==> src/design/krr_pkg.sv <==
// Shared types and codes of the keyed round-robin identifier table.
package krr_pkg;

   localparam logic [1:0] OP_ADD    = 2'd0;
   localparam logic [1:0] OP_REMOVE = 2'd1;
   localparam logic [1:0] OP_GET    = 2'd2;
   localparam logic [1:0] OP_UNUSED = 2'd3;

   localparam logic [1:0] ST_OK        = 2'd0;
   localparam logic [1:0] ST_NOT_FOUND = 2'd1;
   localparam logic [1:0] ST_KEYS_FULL = 2'd2;
   localparam logic [1:0] ST_LIST_FULL = 2'd3;

   localparam int KEY_W  = 32;
   localparam int SLOT_W = 8;
   localparam int LEN_W  = 7;

   typedef struct packed {
      logic              valid;
      logic [KEY_W-1:0]  key;
      logic              hit;
      logic [SLOT_W-1:0] hit_slot;
      logic [LEN_W-1:0]  hit_len;
      logic              free;
      logic [SLOT_W-1:0] free_slot;
   } tok_type;

   typedef struct packed {
      logic              we;
      logic [SLOT_W-1:0] slot;
      logic [KEY_W-1:0]  tag;
      logic [LEN_W-1:0]  len;
   } upd_type;

endpackage

==> src/design/krr_key_cell.sv <==
// One key slot: holds tag, valid bit and list length, and passes the search token on.
module krr_key_cell #(
   parameter int SLOT = 0,
   parameter int LW   = 4
) (
   input  logic            clock,
   input  logic            reset,
   input  krr_pkg::tok_type tok_i,
   input  krr_pkg::upd_type upd_i,
   output krr_pkg::tok_type tok_o
);
   import krr_pkg::*;

   logic              valid_ff;
   logic [KEY_W-1:0]  tag_ff;
   logic [LW-1:0]     len_ff;
   tok_type           tok_ff;
   tok_type           tok_in;
   logic              match;
   logic              mine;

   assign match = valid_ff && (tag_ff == tok_i.key);
   assign mine  = upd_i.we && (upd_i.slot == SLOT_W'(SLOT));

   always_comb begin
      tok_in = tok_i;
      if (!tok_i.hit && match) begin
         tok_in.hit      = 1'b1;
         tok_in.hit_slot = SLOT_W'(SLOT);
         tok_in.hit_len  = LEN_W'(len_ff);
      end
      if (!tok_i.free && !valid_ff) begin
         tok_in.free      = 1'b1;
         tok_in.free_slot = SLOT_W'(SLOT);
      end
   end

   always_ff @(posedge clock) begin
      if (reset) begin
         valid_ff     <= 1'b0;
         len_ff       <= '0;
         tok_ff.valid <= 1'b0;
      end else begin
         tok_ff <= tok_in;
         if (mine) begin
            valid_ff <= 1'b1;
            len_ff   <= upd_i.len[LW-1:0];
         end
      end
   end

   always_ff @(posedge clock) begin
      if (mine) begin
         tag_ff <= upd_i.tag;
      end
   end

   assign tok_o = tok_ff;

endmodule

==> config.mk <==
export PLATFORM = sky130hd
export DESIGN_NAME = krr_key_cell
export DESIGN_NICKNAME = d
export VERILOG_FILES = /design/src/design/krr_pkg.sv /design/src/design/krr_key_cell.sv
export SDC_FILE = /design/constraint.sdc
export NUM_CORES = 1
export LEC_CHECK = 0
export ABC_CLOCK_PERIOD_IN_PS = 2100
export BUFFER_PORTS_ARGS = -buffer_cell sky130_fd_sc_hd__buf_2
export CAP_MARGIN = 30
export CORE_ASPECT_RATIO = 1.25
export CORE_MARGIN = 2
export CORE_UTILIZATION = 45
export CTS_CLUSTER_DIAMETER = 120
export DETAILED_ROUTE_END_ITERATION = 8
export MAX_ROUTING_LAYER = met4
export PLACE_DENSITY = 0.78
export SYNTH_ARGS = -nofsm -noshare
export SYNTH_HDL_FRONTEND = slang
export SYNTH_SLANG_ARGS = --single-unit
export TNS_END_PERCENT = 5
==> constraint.sdc <==
create_clock -name clock -period 2.1 [get_ports clock]
set_clock_uncertainty 0.2 [all_clocks]
set_input_delay 0.105 -clock clock [delete_from_list [all_inputs] [get_ports clock]]
set_output_delay 0.105 -clock clock [all_outputs]
set_load 0.02 [all_outputs]
==> impl_results.md, run 1 <==
* Switch share at 0.2047
* # diodes at 0
* Placed insts at roughly 440
* Worst relative slew slack at 0.6310
* Remaining DRCs at 0
* Layout cells sized above 1 at 0.4048
* Final hold viol count at 0
* Pleak at between 2 and 2.5 nW
* Largest net degree at the start of global routing at 40
* Antenna-violating nets left at 0
* Critical Path Max Stage Delay at about 0.53 ns
* Clk buf depth at 2
* Register area at roughly 2800 um^2
* H-tree depth at 3
* DIE HEIGHT at 101.8 um
* CP Capture Type: flip-flop
* Clock power share at 0.353
* Compound-Gate Fraction of Synth Area at 0.008000
* Slew of the pin with the lowest slew margin at 0.5514 ns
* MaxCap Viol Count at 0
* CP cell instances: dlygate4sd3_1, buf_2, xnor2_1, nand4_1, nor4b_2, nand3_2, buf_6, and2_1
* Register bit total from synthesis at 95
* Post-synthesis mux area share at 0.01309
* Yosys cell types at 22
* Cells after Synth at 185
* Logic gate share of total power at 0.129
* Cts bufs inserted at 9
* Arrival time at the worst endpoint at just over 2 ns
* Number of synthesized flops with an enable pin at 89
* GRT Total Usage at 0.2217
* Sequential power share at 0.518
* DP Wirelength at 5411 um
* Asr flop ratio synth at 0
* Clk root buf: clkbuf_8
* Via Count at ~2.6k
* Setup bufs post-CTS at 0
* Clk sinks at 95
* WP data required at between 2 and 2.5 ns
* Peak supply drop at about 0.00048 V
* Die Footprint at ~8400 um^2
* Die width at 82.21 um
* TritonCTS clock tree: built
* GP Congestion at around 0.75
* PwrDens at ~750 nW/um^2
* Vias/cell at 4.659
* Failing checks: negative setup slack
* Total global routing overflow at 0
* Synthesized cell area at roughly 3400 um^2
* TritonRoute pass-1 iters at 4
* Syn avg cell area at between 15 and 20 um^2
* Post-synthesis adder-cell area fraction at 0
* Routed wire per std cell at 15.71 um
* Multi-input logic area at about 640 um^2
* Area Growth Syn to Fin at 63.82%
* Crit share post-route at 1.013
* IO Count at about 170
* YS warnings at 0
* Clk slew on worst S/H paths at approximately 0.09 ns
* Initial Util at 0.4649
* Port Buffers at roughly 160
* CP delay by family, top: simple AND/OR/NAND/NOR gates
* RSZ-0062 raised after global routing: yes
* Net Sw Power at 0.8647 mW
* Final Cell Area at approximately 5600 um^2
* Final #Nets at 565
* First-pass GRT wire length at about 13000 um
* Post-Synth Simple-Gate Area at 0.08218
* Core Footprint at 7401 um^2
* Area after DPL at between 4000 and 5000 um^2
* Worst Path Max Fanout at 11
* Worst path bufs/invs at 3
* Filler cell count at between 400 and 500
* Total Neg Setup Slack at -0.1919 ns
* Final setup viols at 12
* Minimum clock period at 2.127 ns
* Final Instance Count excl. Fillers at around 550
* Crit Path Category: in2reg
* Seq/Total Area, Yosys at 0.8116
* Most frequent cells in the layout: buf_2 (162), dlygate4sd3_1 (96), edfxtp_1 (89)
* Slew Limit Fails at 0
* CP Launch Type: input port
* Worst min path class: in2reg
* Vias in the first global route at around 2.7k
* Syn nets at ~290
* Initial antenna violation count at 0
* Worst skew pair latency at 0.34 ns
* Xor and xnor area share after synthesis at 0.08145
* Status: finished, violations left
* DR iter-0 viols at between 100 and 150
* Final Util at 0.7616
* Routed WL at ~8700 um
* Max Fclk at roughly 470 MHz
* Internal power at 3.359 mW
* Post-route setup slack at -0.02746 ns
* Dominant synthesized flop cell: edfxtp_1
* CP max stage cell: dlygate4sd3_1
* # rows at 35
* Largest family of logic cells by synthesized area: simple AND/OR/NAND/NOR gates
* Commonest non-fill, non-tap cell in the layout: buf_2
[logic make-up (layout without fill, tap and decap cells)]
group                     count (synthesis)  count (layout)
DFF                                      95              95
and+or+nand+nor                          46              46
xor gates and xnor gates                 32              32
AOI/OAI and AO/OA                         5               5
muxes                                     4               4
buffers and inverters                     3             280
[registers in the layout, indices dropped and copies added (netlist names)]
signal and cells:
len_ff 4, tag_ff 32, tok_o 58, valid_ff 1
[path summary, 6_finish.rpt]
| path | from | to | slack [ns] | cells past startpoint |
|---|---|---|---|---|
| setup / recovery | tok_i[43] | tok_o[14] | -0.03 | 8 |
| hold / removal | upd_i[45] | len_ff[2] | 0.07 | 4 |
| setup reg to reg | tag_ff[18] | tok_o[14] | 0.02 | 6 |
| hold reg to reg | len_ff[2] | len_ff[2] | 0.27 | 2 |
[cell type report]
cell class	instances	share of cell area
Clock buffer	12	0.02397
Clock inverter	4	0.02131
Inverter	2	0.001332
Multi-Input combinational cell	87	0.1128
Sequential cell	95	0.4954
Tap cell	92	0.02042
Timing Repair Buffer	262	0.3248
[per-stage QoR]
stage               total power, mW  setup WS (ns)  hold slack, ns
global route                  4.372        -0.1340          0.1091
finish                        4.224       -0.02746         0.06937
global placement              2.613      -0.005509         0.08187
detailed placement            2.626       -0.02648         0.08309
CTS                           4.242       0.006659         0.05481
floorplan                     2.418         0.2003        -0.02593
[worst min-delay path, stage by stage]
cell and delay, ns:
buf_2 0.07, nand4b_1 0.19, nand2_1 0.08, a21oi_1 0.13
[what timing repair did]
item                                   4_1_cts  5_1_grt
hold buffers                                96        0
resized for setup                            1        0
pin swaps                                    1        0
gates cloned                                 0        0
setup endpoints to repair                   10       14
endpoints found under the hold margin       94        0
[Yosys cell counts (all sizes together) (2+ instances only)]
cell type,number,area [um^2]
edfxtp,89,2673
xnor2,31,271.5
and2,11,68.82
nor2b,9,56.30
nand2,8,30.03
nand4,7,43.79
dfxtp,6,120.1
a21oi,4,20.02
mux2,4,45.04
inv,2,7.510
nand2b,2,12.51
nand3,2,15.01
nor3,2,10.01
nor4,2,18.77
[metal layers]
| metal | share of wire | vias to the layer above | GRT usage |
|---|---|---|---|
| met5 | 0 | - | - |
| met4 | 0.028 | 0 | 0.1115 |
| li1 | - | 1226 | - |
| met3 | 0.038 | 19 | 0.03209 |
| met2 | 0.59 | 93 | 0.4100 |
| met1 | 0.35 | 1243 | 0.2188 |
[power by group through the flow]
stage | Sequential, mW | Clock [mW] | Combinational [mW]
6_report | 2.19 | 1.49 | 0.544
2_1_floorplan | 2.35 | 0 | 0.0657
4_1_cts | 2.19 | 1.52 | 0.537
3_5_place_dp | 2.23 | 0 | 0.397
3_3_place_gp | 2.22 | 0 | 0.388
5_1_grt | 2.20 | 1.59 | 0.583
(Power assumes the default switching activity.)
==> inputs of run 2 (changes only) <==
--- a/config.mk
+++ b/config.mk
@@ -13,6 +13,7 @@
 export CORE_UTILIZATION = 45
 export CTS_CLUSTER_DIAMETER = 120
 export DETAILED_ROUTE_END_ITERATION = 8
+export GPL_TIMING_DRIVEN = 0
 export MAX_ROUTING_LAYER = met4
 export PLACE_DENSITY = 0.78
 export SYNTH_ARGS = -nofsm -noshare
==> impl_results.md, run 2 (synthesis gave the netlist of run 1 again) <==
* Status: finished, violations left
* Failing checks: negative setup slack
* Core Footprint at roughly 7400 um^2
* # diodes at 0
* Worst relative slew slack at 0.6568
* Filler cell count at around 450
* GP Congestion at around 0.73
* Commonest non-fill, non-tap cell in the layout: buf_2
* Final hold viol count at 0
* Vias/cell at approximately 4.7
* Worst path bufs/invs at 3
* Die Footprint at about 8400 um^2
* Slew Limit Fails at 0
* Pleak at about 2.3 nW
* Slew of the pin with the lowest slew margin at 0.5129 ns
* WP data required at between 2 and 2.5 ns
* Initial Util at 0.4649
* Arrival time at the worst endpoint at around 2.1 ns
* Crit Path Category: in2reg
* Routed WL at just over 9000 um
* Largest net degree at the start of global routing at ~40
* Vias in the first global route at approximately 2.8k
* GRT Total Usage at 0.2360
* TritonRoute pass-1 iters at 4
* Area Growth Syn to Fin at 64.87%
* Highest metal used: met4
* Most frequent cells in the layout: buf_2 (162), dlygate4sd3_1 (98), edfxtp_1 (89)
* MaxCap Viol Count at 0
* CP Launch Type: input port
* Antenna-violating nets left at 0
* Worst Path Max Fanout at 6
* DP Wirelength at 5394 um
* Critical Path Max Stage Delay at between 0.5 and 0.6 ns
* Minimum clock period at 2.152 ns
* CP delay by family, top: buffers and inverters
* IO Count at about 170
* Peak supply drop at 0.0005899 V
* Post-route setup slack at -0.05168 ns
* Met3 wire len at approximately 440 um
* Worst skew pair latency at approximately 0.36 ns
* Largest register FFs at 58
* Cts bufs inserted at 9
* CP Capture Type: flip-flop
* PwrDens at around 730 nW/um^2
* DR iter-0 viols at 74
* Final #Nets at approximately 570
* Via Count at 2617
* Clk slew on worst S/H paths at 0.09 ns
* Clk root buf: clkbuf_8
* Port Buffers at approximately 160
* Placed insts at between 400 and 500
* Layout cells sized above 1 at 0.4116
* CP cell instances: dlygate4sd3_1, buf_2, xnor2_1, nand4_1, nor4_4, nand3_2, buf_12, mux2_2
* Worst min path class: in2reg
* Final Instance Count excl. Fillers at around 560
* Met2 routed WL at approximately 5300 um
* H-tree depth at 3
* Final Cell Area at between 5000 and 6000 um^2
* Max Fclk at about 460 MHz
* DIE HEIGHT at ~100 um
* Die width at 82.21 um
* # rows at 35
* Dpl ws at -0.1040 ns
* Crit share post-route at 1.025
* Clk sinks at 95
* Area after DPL at about 4400 um^2
* Routed wire per std cell at 16.62 um
* Initial antenna violation count at 0
* Remaining DRCs at 0
* Clk buf depth at 2
* TritonCTS clock tree: built
* Total global routing overflow at 0
* Met1 WL at around 3200 um
* CP max stage cell: dlygate4sd3_1
* First-pass GRT wire length at between 10000 and 15000 um
* RSZ-0062 raised after global routing: yes
* Final setup viols at 4
## run 2: repair_timing
action / in CTS / in global routing
buffers inserted: 1 / 0
gates resized for setup: 0 / 3
endpoints found under the setup margin: 14 / 17
hold buffers: 97 / 1
pin swaps: 1 / 3
hold endpoints to repair: 94 / 1
## run 2: final cells by class
cell class,instances,area [um^2],share of cell area
flip-flops and latches,95,2793,0.4923
plain buffers,1,7.507,0.001323
repair buffers,263,1859,0.3277
clock buffers,9,123.9,0.02184
multi-input cells,87,644.4,0.1136
clock inverters,7,118.9,0.02095
well taps,92,115.1,0.02029
inverters,2,11.26,0.001985
## run 2: tightest hold or removal path, delay by kind of cell
family	cells	cell delay [ns]
simple gates	2	0.32
compound gates	1	0.14
buf+inv	1	0.07
## run 2: stage by stage
stage	TNS (ns)	hold WS [ns]	total power, mW	util
after floorplan	0	-0.02593	2.418	-
after CTS	-0.07302	-0.2596	4.167	0.7631
after detailed placement	-1.706	0.08329	2.624	0.5965
after global routing	-1.570	0.1247	4.309	0.7665
final	-0.1849	0.1295	4.167	0.7665
after global placement	-28.50	0.08247	2.611	0.5900
## run 2: path summary, 6_finish.rpt
kind	startpoint	endpoint	slack, ns	depth (start not counted)
worst max-delay path	tok_i[41]	tok_o[12]	-0.05	8
worst max register to register	tag_ff[16]	tok_o[12]	-0.03	6
worst min-delay path	upd_i[45]	len_ff[1]	0.13	4
worst min register to register	len_ff[1]	len_ff[1]	0.28	2
## run 2: metal layers
layer  global-route usage  up-vias
li1                     -     1232
met1               0.2326     1253
met2               0.4355      111
met3              0.04545       21
met4               0.1051        0
met5                    -        -
## run 2: power by group
group	switching [mW]	leakage [nW]	internal [mW]	total (mW)
Sequential	0.0225	0.890	2.17	2.19
Combinational	0.267	1.26	0.281	0.548
Clock	0.638	0.116	0.793	1.43
Total	0.928	2.27	3.24	4.17
